### config.mk
export PLATFORM = sky130hd
export DESIGN_NAME = hid_report_descriptor_parser_flat
export DESIGN_NICKNAME = d
export VERILOG_FILES = /design/src/hidp_pkg.sv /design/src/hidp_if.sv /design/src/hidp_datapath.sv /design/src/hidp_ctrl.sv /design/src/hid_report_descriptor_parser.sv /design/src/flat_wrapper.sv
export SDC_FILE = /design/constraint.sdc
export NUM_CORES = 2
export LEC_CHECK = 0
export ABC_AREA = 1
export BUFFER_PORTS_ARGS = -buffer_cell sky130_fd_sc_hd__clkbuf_2
export CAP_MARGIN = 20
export CELL_PAD_IN_SITES_DETAIL_PLACEMENT = 0
export CELL_PAD_IN_SITES_GLOBAL_PLACEMENT = 1
export CORE_UTILIZATION = 45
export CTS_BUF_LIST = sky130_fd_sc_hd__clkbuf_4 sky130_fd_sc_hd__clkbuf_8
export DETAILED_ROUTE_END_ITERATION = 10
export PLACE_DENSITY = 0.79
export SYNTH_ARGS = -nofsm -noshare
export SYNTH_HDL_FRONTEND = slang
export SYNTH_SLANG_ARGS = --single-unit
### constraint.sdc
create_clock -name clk -period 6.8 [get_ports clk]
set_input_delay 0 -clock clk [delete_from_list [all_inputs] [get_ports clk]]
set_output_delay 0 -clock clk [all_outputs]
set_load 0.1 [all_outputs]
### src/hidp_pkg.sv
// shared types and constants of the hid report descriptor parser
package hidp_pkg;

  localparam logic [7:0] LONG_PREFIX = 8'hFE;

  localparam logic [1:0] TYPE_MAIN   = 2'd0;
  localparam logic [1:0] TYPE_GLOBAL = 2'd1;
  localparam logic [1:0] TYPE_LOCAL  = 2'd2;

  localparam logic [3:0] TAG_INPUT   = 4'd8;
  localparam logic [3:0] TAG_OUTPUT  = 4'd9;
  localparam logic [3:0] TAG_FEATURE = 4'd11;

  localparam logic [3:0] TAG_PAGE    = 4'd0;
  localparam logic [3:0] TAG_LMIN    = 4'd1;
  localparam logic [3:0] TAG_LMAX    = 4'd2;
  localparam logic [3:0] TAG_RSIZE   = 4'd7;
  localparam logic [3:0] TAG_RID     = 4'd8;
  localparam logic [3:0] TAG_RCOUNT  = 4'd9;

  localparam logic [3:0] TAG_USAGE   = 4'd0;
  localparam logic [3:0] TAG_UMIN    = 4'd1;
  localparam logic [3:0] TAG_UMAX    = 4'd2;

  localparam logic [1:0] MODE_NONE  = 2'd0;
  localparam logic [1:0] MODE_RANGE = 2'd1;
  localparam logic [1:0] MODE_LIST  = 2'd2;

  localparam logic [2:0] KIND_TOTAL_BASE = 3'd3;

  // parser phase
  typedef enum logic [2:0] {
    PH_PREFIX = 3'd0,
    PH_DATA   = 3'd1,
    PH_LSIZE  = 3'd2,
    PH_LTAG   = 3'd3,
    PH_LDATA  = 3'd4
  } phase_t;

  typedef struct packed {
    logic [2:0]  record_kind;
    logic [7:0]  report_id;
    logic [31:0] bit_offset;
    logic [31:0] bit_size;
    logic [31:0] field_count;
    logic [31:0] logical_min;
    logic [31:0] logical_max;
    logic [15:0] usage_page;
    logic [1:0]  usage_mode;
    logic [15:0] usage_value;
    logic [15:0] usage_max;
    logic        last_of_run;
  } record_t;

  typedef struct packed {
    logic [7:0] data_byte;
    logic       last_byte;
  } desc_in_t;

  // controller -> datapath commands
  typedef struct packed {
    logic       take_byte;    // run byte parse on the held input
    logic       exec_item;    // commit global/local item, load main item plan
    logic       emit_field;   // present a field record
    logic       field_done;   // advance offset, clear locals
    logic       emit_total;   // present a totals record
    logic [1:0] total_kind;
    logic       last_rec;
    logic       clear_all;    // parse reset after last byte
  } cmd_t;

  // datapath -> controller status
  typedef struct packed {
    logic item_ready;   // complete item pending after this byte
    logic is_field_item;
    logic more_fields;  // another listed usage follows
  } stat_t;

endpackage

### src/hidp_if.sv
// valid/ready channel interface
interface hidp_if #(parameter type T = logic) (input logic clk);
  logic valid;
  logic ready;
  T     payload;
  modport source (output valid, output payload, input ready);
  modport sink (input valid, input payload, output ready);
endinterface

### src/hidp_datapath.sv
// parse state, global/local registers, usage list and record formatting
module hidp_datapath
  import hidp_pkg::*;
#(
  parameter int MAX_USAGES = 16
) (
  input  logic     clk,
  input  logic     rst,
  input  desc_in_t in_item,
  input  cmd_t     cmd,
  output stat_t    stat,
  output record_t  rec
);
  localparam int UW = $clog2(MAX_USAGES + 1);
  localparam int IW = (MAX_USAGES > 1) ? $clog2(MAX_USAGES) : 1;

  phase_t      phase;
  logic [7:0]  prefix;
  logic [7:0]  bytes_left;
  logic [1:0]  byte_index;
  logic [31:0] accum;
  logic [15:0] page_now;
  logic [31:0] size_now, count_now, min_now, max_now;
  logic [7:0]  id_now;
  logic [15:0] usage_list [MAX_USAGES];
  logic [UW-1:0] usage_fill;
  logic [15:0] range_low, range_high;
  logic        range_seen;
  logic [31:0] offs [3];
  logic        pending;   // an item is complete and waits for execution

  // per-item plan
  logic [1:0]  kind;
  logic [1:0]  mode;
  logic [UW-1:0] lim;
  logic [UW-1:0] idx;
  logic [15:0] uval;
  logic [31:0] prod;

  // byte parse
  logic [1:0]  b_code;
  logic [7:0]  b_n;
  logic [31:0] acc_next;
  logic [1:0]  ity;
  logic [3:0]  itag;
  logic [2:0]  nbytes;
  logic        field_item;
  logic [1:0]  field_kind;

  assign b_code = in_item.data_byte[1:0];
  assign b_n = (b_code == 2'd3) ? 8'd4 : {6'd0, b_code};
  assign acc_next = accum | ({24'd0, in_item.data_byte} << {byte_index, 3'b000});
  assign ity = prefix[3:2];
  assign itag = prefix[7:4];
  assign nbytes = (prefix[1:0] == 2'd3) ? 3'd4 : {1'b0, prefix[1:0]};

  always_comb begin
    field_item = 1'b0;
    field_kind = 2'd0;
    if (ity == TYPE_MAIN) begin
      if (itag == TAG_INPUT) begin
        field_item = 1'b1; field_kind = 2'd0;
      end else if (itag == TAG_OUTPUT) begin
        field_item = 1'b1; field_kind = 2'd1;
      end else if (itag == TAG_FEATURE) begin
        field_item = 1'b1; field_kind = 2'd2;
      end
    end
  end

  function automatic logic [31:0] sext(input logic [31:0] v, input logic [2:0] n);
    logic [31:0] r;
    case (n)
      3'd0: r = 32'd0;
      3'd1: r = {{24{v[7]}}, v[7:0]};
      3'd2: r = {{16{v[15]}}, v[15:0]};
      default: r = v;
    endcase
    return r;
  endfunction

  assign stat.item_ready = pending;
  assign stat.is_field_item = field_item;
  assign stat.more_fields = (mode == MODE_LIST) && ((idx + 1'b1) < lim);

  // usage list read, registered
  always_ff @(posedge clk) begin
    if (cmd.exec_item) uval <= usage_list[0];
    else if (cmd.emit_field) uval <= usage_list[IW'(idx + 1'b1)];
    if (ity == TYPE_LOCAL && itag == TAG_USAGE && cmd.exec_item &&
        usage_fill < UW'(MAX_USAGES))
      usage_list[usage_fill[IW-1:0]] <= accum[15:0];
  end

  logic [UW-1:0] cnt_lim;
  assign cnt_lim = (count_now < {{(32-UW){1'b0}}, usage_fill}) ? count_now[UW-1:0]
                                                                : usage_fill;

  always_ff @(posedge clk) begin
    if (rst || cmd.clear_all) begin
      phase <= PH_PREFIX;
      prefix <= '0; bytes_left <= '0; byte_index <= '0; accum <= '0;
      page_now <= '0; size_now <= '0; count_now <= '0;
      min_now <= '0; max_now <= '0; id_now <= '0;
      usage_fill <= '0; range_low <= '0; range_high <= '0; range_seen <= 1'b0;
      offs[0] <= '0; offs[1] <= '0; offs[2] <= '0;
      pending <= 1'b0;
      idx <= '0; mode <= MODE_NONE; kind <= '0; lim <= '0;
    end else begin
      if (cmd.take_byte) begin
        pending <= 1'b0;
        unique case (phase)
          PH_PREFIX: begin
            if (in_item.data_byte == LONG_PREFIX) phase <= PH_LSIZE;
            else begin
              prefix <= in_item.data_byte;
              accum <= '0;
              byte_index <= '0;
              bytes_left <= b_n;
              if (b_n == 8'd0) pending <= 1'b1;
              else phase <= PH_DATA;
            end
          end
          PH_DATA: begin
            accum <= acc_next;
            byte_index <= byte_index + 2'd1;
            bytes_left <= bytes_left - 8'd1;
            if (bytes_left <= 8'd1) begin
              phase <= PH_PREFIX;
              pending <= 1'b1;
            end
          end
          PH_LSIZE: begin
            bytes_left <= in_item.data_byte;
            phase <= PH_LTAG;
          end
          PH_LTAG: phase <= (bytes_left != 8'd0) ? PH_LDATA : PH_PREFIX;
          PH_LDATA: begin
            if (bytes_left > 8'd0) bytes_left <= bytes_left - 8'd1;
            if (bytes_left <= 8'd1) phase <= PH_PREFIX;
          end
          default: phase <= PH_PREFIX;
        endcase
        // truncated short item executes too, also on a prefix that announces data
        if (in_item.last_byte &&
            ((phase == PH_PREFIX && in_item.data_byte != LONG_PREFIX && b_n != 8'd0) ||
             (phase == PH_DATA && bytes_left > 8'd1)))
          pending <= 1'b1;
      end
      if (cmd.exec_item) begin
        pending <= 1'b0;
        if (ity == TYPE_GLOBAL) begin
          case (itag)
            TAG_PAGE:   page_now <= accum[15:0];
            TAG_LMIN:   min_now <= sext(accum, nbytes);
            TAG_LMAX:   max_now <= sext(accum, nbytes);
            TAG_RSIZE:  size_now <= accum;
            TAG_RID:    id_now <= accum[7:0];
            TAG_RCOUNT: count_now <= accum;
            default: ;
          endcase
        end else if (ity == TYPE_LOCAL) begin
          case (itag)
            TAG_USAGE: if (usage_fill < UW'(MAX_USAGES)) usage_fill <= usage_fill + 1'b1;
            TAG_UMIN: begin range_low <= accum[15:0]; range_seen <= 1'b1; end
            TAG_UMAX: begin range_high <= accum[15:0]; range_seen <= 1'b1; end
            default: ;
          endcase
        end
        kind <= field_kind;
        idx <= '0;
        lim <= cnt_lim;
        if (range_seen && range_low <= range_high) mode <= MODE_RANGE;
        else if (cnt_lim == '0) mode <= MODE_NONE;
        else mode <= MODE_LIST;
      end
      if (cmd.emit_field) idx <= idx + 1'b1;
      if (cmd.field_done) begin
        offs[kind] <= offs[kind] + prod;
        usage_fill <= '0; range_low <= '0; range_high <= '0; range_seen <= 1'b0;
      end
    end
  end

  // size*count, registered; globals are stable while an item runs
  always_ff @(posedge clk) prod <= size_now * count_now;

  always_comb begin
    rec = '0;
    if (cmd.emit_total) begin
      rec.record_kind = KIND_TOTAL_BASE + {1'b0, cmd.total_kind};
      rec.bit_offset = offs[cmd.total_kind];
    end else begin
      rec.record_kind = {1'b0, kind};
      rec.report_id = id_now;
      rec.bit_offset = offs[kind];
      rec.bit_size = size_now;
      rec.field_count = count_now;
      rec.logical_min = min_now;
      rec.logical_max = max_now;
      rec.usage_page = page_now;
      rec.usage_mode = mode;
      if (mode == MODE_RANGE) begin
        rec.usage_value = range_low;
        rec.usage_max = range_high;
      end else if (mode == MODE_LIST) rec.usage_value = uval;
    end
    rec.last_of_run = cmd.last_rec;
  end

endmodule

### src/hidp_ctrl.sv
// sequencing of byte parse, item execution and record emission
module hidp_ctrl
  import hidp_pkg::*;
(
  input  logic     clk,
  input  logic     rst,
  input  logic     in_valid,
  output logic     in_ready,
  input  logic     in_last,
  output logic     out_valid,
  input  logic     out_ready,
  input  stat_t    stat,
  output cmd_t     cmd
);
  typedef enum logic [5:0] {
    S_IDLE  = 6'b000001,
    S_EXEC  = 6'b000010,
    S_PLAN  = 6'b000100,
    S_FIELD = 6'b001000,
    S_TOTAL = 6'b010000,
    S_DONE  = 6'b100000
  } state_t;

  state_t state, state_next;
  logic last_held;
  logic [1:0] tk;

  assign in_ready = (state == S_IDLE);

  always_comb begin
    cmd = '0;
    state_next = state;
    out_valid = 1'b0;
    cmd.total_kind = tk;
    unique case (state)
      S_IDLE: if (in_valid) begin
        cmd.take_byte = 1'b1;
        state_next = S_EXEC;
      end
      S_EXEC: begin
        if (stat.item_ready) begin
          cmd.exec_item = 1'b1;
          state_next = stat.is_field_item ? S_PLAN : (last_held ? S_TOTAL : S_IDLE);
        end else state_next = last_held ? S_TOTAL : S_IDLE;
      end
      // product and first listed usage settle here
      S_PLAN: state_next = S_FIELD;
      S_FIELD: begin
        out_valid = 1'b1;
        cmd.last_rec = !stat.more_fields && !last_held;
        if (out_ready) begin
          cmd.emit_field = 1'b1;
          if (!stat.more_fields) begin
            cmd.field_done = 1'b1;
            state_next = last_held ? S_TOTAL : S_IDLE;
          end
        end
      end
      S_TOTAL: begin
        out_valid = 1'b1;
        cmd.emit_total = 1'b1;
        cmd.last_rec = (tk == 2'd2);
        if (out_ready && tk == 2'd2) state_next = S_DONE;
      end
      S_DONE: begin
        cmd.clear_all = 1'b1;
        state_next = S_IDLE;
      end
      default: state_next = S_IDLE;
    endcase
  end

  always_ff @(posedge clk) begin
    if (rst) begin
      state <= S_IDLE;
      last_held <= 1'b0;
      tk <= '0;
    end else begin
      state <= state_next;
      if (state == S_IDLE && in_valid) last_held <= in_last;
      if (state == S_TOTAL && out_ready) tk <= tk + 2'd1;
      if (state == S_DONE) tk <= '0;
    end
  end

  a_ready_idle: assert property (@(posedge clk) disable iff (rst)
    in_ready |-> !out_valid) else $error("input taken while a record is shown");
  a_total_order: assert property (@(posedge clk) disable iff (rst)
    (state == S_TOTAL && out_ready && tk == 2'd2) |=> state == S_DONE)
    else $error("totals did not end the parse");
  a_exec_once: assert property (@(posedge clk) disable iff (rst)
    cmd.exec_item |=> !cmd.exec_item) else $error("item executed twice");

endmodule

### src/hid_report_descriptor_parser.sv
// hid report descriptor parser, top level
// One descriptor byte is taken per transaction, parsed and then executed; an
// Input, Output or Feature item then shows one record per listed usage, or one
// for a usage range or none (after a setup state, up to MAX_USAGES records),
// and a byte flagged last adds three totals records and a one-cycle parse reset.
// The rate is set by the controller, which handles one byte at a time and
// presents records straight from the datapath registers.
module hid_report_descriptor_parser
  import hidp_pkg::*;
#(
  parameter int MAX_USAGES = 16
) (
  input logic clk,
  input logic rst,
  hidp_if.sink   desc_in,
  hidp_if.source rec_out
);
  cmd_t  cmd;
  stat_t stat;
  record_t rec;

  hidp_ctrl u_ctrl (
    .clk, .rst,
    .in_valid (desc_in.valid),
    .in_ready (desc_in.ready),
    .in_last  (desc_in.payload.last_byte),
    .out_valid(rec_out.valid),
    .out_ready(rec_out.ready),
    .stat, .cmd
  );

  hidp_datapath #(.MAX_USAGES(MAX_USAGES)) u_dp (
    .clk, .rst,
    .in_item(desc_in.payload),
    .cmd, .stat, .rec
  );

  assign rec_out.payload = rec;

endmodule

### src/flat_wrapper.sv
// flat-port wrapper written by rule: the top's interface ports become plain ports
module hid_report_descriptor_parser_flat import hidp_pkg::*;
#(
  parameter int MAX_USAGES = 16
)
  (clk, rst, desc_in_valid, desc_in_payload, desc_in_ready, rec_out_valid, rec_out_payload, rec_out_ready);
  hidp_if #(.T(desc_in_t)) desc_in_i (.clk(clk));
  hidp_if #(.T(record_t)) rec_out_i (.clk(clk));
  input logic clk;
  input logic rst;
  input wire logic [$bits(desc_in_i.valid)-1:0] desc_in_valid;
  input wire logic [$bits(desc_in_i.payload)-1:0] desc_in_payload;
  output wire logic [$bits(desc_in_i.ready)-1:0] desc_in_ready;
  output wire logic [$bits(rec_out_i.valid)-1:0] rec_out_valid;
  output wire logic [$bits(rec_out_i.payload)-1:0] rec_out_payload;
  input wire logic [$bits(rec_out_i.ready)-1:0] rec_out_ready;
  assign desc_in_i.valid = desc_in_valid;
  assign desc_in_i.payload = desc_in_payload;
  assign desc_in_ready = desc_in_i.ready;
  assign rec_out_valid = rec_out_i.valid;
  assign rec_out_payload = rec_out_i.payload;
  assign rec_out_i.ready = rec_out_ready;
  hid_report_descriptor_parser #(.MAX_USAGES(MAX_USAGES)) u_core (.clk(clk), .rst(rst), .desc_in(desc_in_i), .rec_out(rec_out_i));
endmodule
==> run metrics <==
peak supply drop=0.000148 V; setup ws final=0.277 ns; share of cells above drive strength 1=0.110; worst reg2reg path depth=23; Synth Warn #=0; fin crit share=0.959; clock buffer depth=3; All-Layer GR Usage=0.271; Hold Path Cell Cnt=4; HP Class=in2reg; Hold Path End=u_core.u_dp.accum[27]; Slowest Stage Delay on Critical Path=0.57 ns; vias=39,239; TritonCTS clock tree=done; Max-cap violations=0; DP Worst Slack=0.0606 ns; Clock Skews=0.0655 ns; largest net degree at the start of global routing=94; effective utilization at floorplan=0.456; Syn Std Cell Area=0.0483 mm2; Mapped Cells=5,695; highest attainable clock frequency=0.153 GHz; Layout Nets=6,510; #FFs+latches synth=703; HPWL after DPL=107,000 um; final setup fails=0; final hold slack=0.156 ns; Routed Antenna Nets=0; reg2reg start=u_core.u_dp.count_now[2]; vias in the first global route=38,379; Setup crit end kind=register; sequential area share after synthesis=0.374; minimum clock period=6.52 ns; die width=330 um; IO Port Bufs=236; Worst Path Arrival=7.16 ns; HP Start=desc_in_payload[4]; first-pass GRT wire length=226,000 um; Die ar.=0.109 mm2; Top Ports=237; Clock Sinks=703; row cnt=119; most frequent cells in the layout=inv_1, nand2_1, nor2_1; most used cell, CP=fa_1; CP delay by family, top=adder cells; Pleak=0.0256 uW; status=complete, no violations; Data required, critical path=7.43 ns; # Post-CTS Setup Buffers=0; reg2reg end=u_core.u_dp.prod[28]; Fill cells=9,967; Mapped Avg Cell Area=8.48 um2; DRC=0; commonest non-fill, non-tap cell in the layout=inv_1; slew of the pin with the lowest slew margin=1.14 ns; post-DR vias/cell=5.32; crit-path cells=buf_12, nand2_1, inv_1, fa_1, inv_1, fa_1, fa_1, fa_1, inv_1, fa_1, fa_1, fa_1, fa_1, ha_1, buf_4, a21oi_1, o21ai_0, a21oi_1, nand3_1, a21o_1, nand2_1, nand2_1, xor2_1; Buf/Inv on CP=5; First-pass DRT Iterations=6; clk slew on worst S/H paths=0.07 ns; CTS buffer count=115; Core Box Area=0.106 mm2; Congestion Overflow GR=0; H-tree depth=3; startpoint types=register; die height=330 um; drt wl/cell=19.9 um; fin util=0.511; antenna violations before repair=3; critical path's slowest cell=fa_1; r2r setup slk=0.28 ns; Pins Over Slew Limit=0; Area Growth Syn to Fin=11.9%; relative slew slack=0.239; clk_lat worst skew=0.80 ns; clk root buf=clkbuf_8; power per standard cell area=164 mW/mm2; Synth cell types=52; WL final=147,000 um; syn_nets=6,305; crit path kind=reg2reg; gpl congestion=0.898; initial drt markers=3,395; CP Max Fanout=15; Final Hold Viols=0
-- final cells by class --
type                    count  area, um2  area share
multi-input cells        3547      24800       0.460
flip-flops and latches    703      18100       0.336
inverters                1127       4240      0.0784
repair buffers            406       2670      0.0493
clock buffers             167       2060      0.0381
well taps                1391       1740      0.0322
clock inverters            38        364     0.00674
diodes                      1       2.50   0.0000463
-- layer usage --
layer	vias up	wire length (um)	track usage
li1	18461	-	-
met1	19170	65400	0.378
met2	1401	67700	0.437
met3	203	9820	0.0377
met4	4	4020	0.0819
met5	-	24	0
-- metrics by stage --
stage / cell area, um2 / cells / TNS (ns) / total power, uW
floorplan: 48300 / 5695 / 0 / 4890
global placement: 51300 / 7154 / 0 / 5010
detailed placement: 51300 / 7157 / 0 / 5010
CTS: 53900 / 7376 / 0 / 8920
global route: 54000 / 7380 / -0.00269 / 9150
finish: 54000 / 7380 / 0 / 8870
-- power by group --
group | internal [uW] | total, uW | switching, uW | leakage, uW
clock | 2120 | 3940 | 1820 | 0.00127
combinational | 91.2 | 398 | 306 | 0.0180
sequential | 4500 | 4540 | 36.1 | 0.00626
-- timing repair --
action	in CTS	in global routing
hold buffers	14	0
pin swaps	0	0
hold endpoints to repair	69	0
endpoints found under the setup margin	1	13
resized for setup	3	41
-- worst max path at each step --
stage,startpoint,to,cells past startpoint
floorplan,u_core.u_dp.count_now[2],u_core.u_dp.prod[29],24
global placement,u_core.u_dp.size_now[2],u_core.u_dp.prod[29],22
detailed placement,u_core.u_dp.size_now[11],u_core.u_dp.prod[29],22
CTS,u_core.u_dp.size_now[7],u_core.u_dp.prod[29],25
global route,u_core.u_dp.size_now[13],u_core.u_dp.prod[31],26
finish,u_core.u_dp.count_now[2],u_core.u_dp.prod[28],23
-- sequential cells by signal, indices dropped and copies added, names as in the netlist, 8 cells and up, named ones only --
| signal | count |
|---|---|
| u_core.u_dp.range_low | 16 |
| u_core.u_dp.count_now | 32 |
| u_core.u_dp.bytes_left | 8 |
| u_core.u_dp.min_now | 32 |
| u_core.u_dp.prod | 32 |
| u_core.u_dp.max_now | 32 |
| u_core.u_dp.size_now | 32 |
| u_core.u_dp.usage_list | 256 |
| u_core.u_dp.offs | 128 |
| u_core.u_dp.uval | 16 |
| u_core.u_dp.accum | 32 |
| u_core.u_dp.prefix | 8 |
| u_core.u_dp.range_high | 16 |
| u_core.u_dp.id_now | 8 |
| u_core.u_dp.page_now | 16 |
-- worst min-delay path, cell delays in order --
cell and delay, ns:
dlygate4sd3_1 0.55, clkbuf_2 0.17, nand4_1 0.12, a21oi_1 0.07
-- synth_stat cells (all sizes together) --
cell / n / area (um2)
xnor2: 34 / 298
ha: 188 / 2350
nand3b: 8 / 60.1
clkinv: 4 / 16.3
o221a: 1 / 11.3
nor4: 13 / 96.3
xor2: 56 / 490
inv: 1123 / 4220
o2111ai: 1 / 8.76
clkbuf: 260 / 977
o21bai: 7 / 52.6
fa: 409 / 8190
a21oi: 346 / 1730
o211ai: 5 / 37.5
nor3: 37 / 185
o22ai: 50 / 313
a21o: 12 / 90.1
a221oi: 6 / 52.6
o21ai: 390 / 1950
a211oi: 17 / 128
nand2: 951 / 3580
o31ai: 1 / 7.51
a32o: 2 / 20.0
edfxtp: 400 / 12000
o221ai: 65 / 569
mux2i: 64 / 641
o21a: 2 / 15.0
buf: 58 / 267
nand3: 124 / 621
a32oi: 1 / 8.76
a31oi: 40 / 250
a31o: 1 / 8.76
o32ai: 2 / 17.5
nor3b: 1 / 7.51
a21boi: 6 / 45.0
dfxtp: 303 / 6070
nand4: 81 / 522
or2: 3 / 18.8
nor2: 623 / 2350
-- logic make-up after synthesis --
group           share of synthesized area
simple gates                        0.154
buf+inv                             0.113
mux                                0.0133
compound gates                      0.110
xor+xnor                           0.0163
flops                               0.374
fa+ha+maj                           0.218
Power figures use the tool's default switching activity.
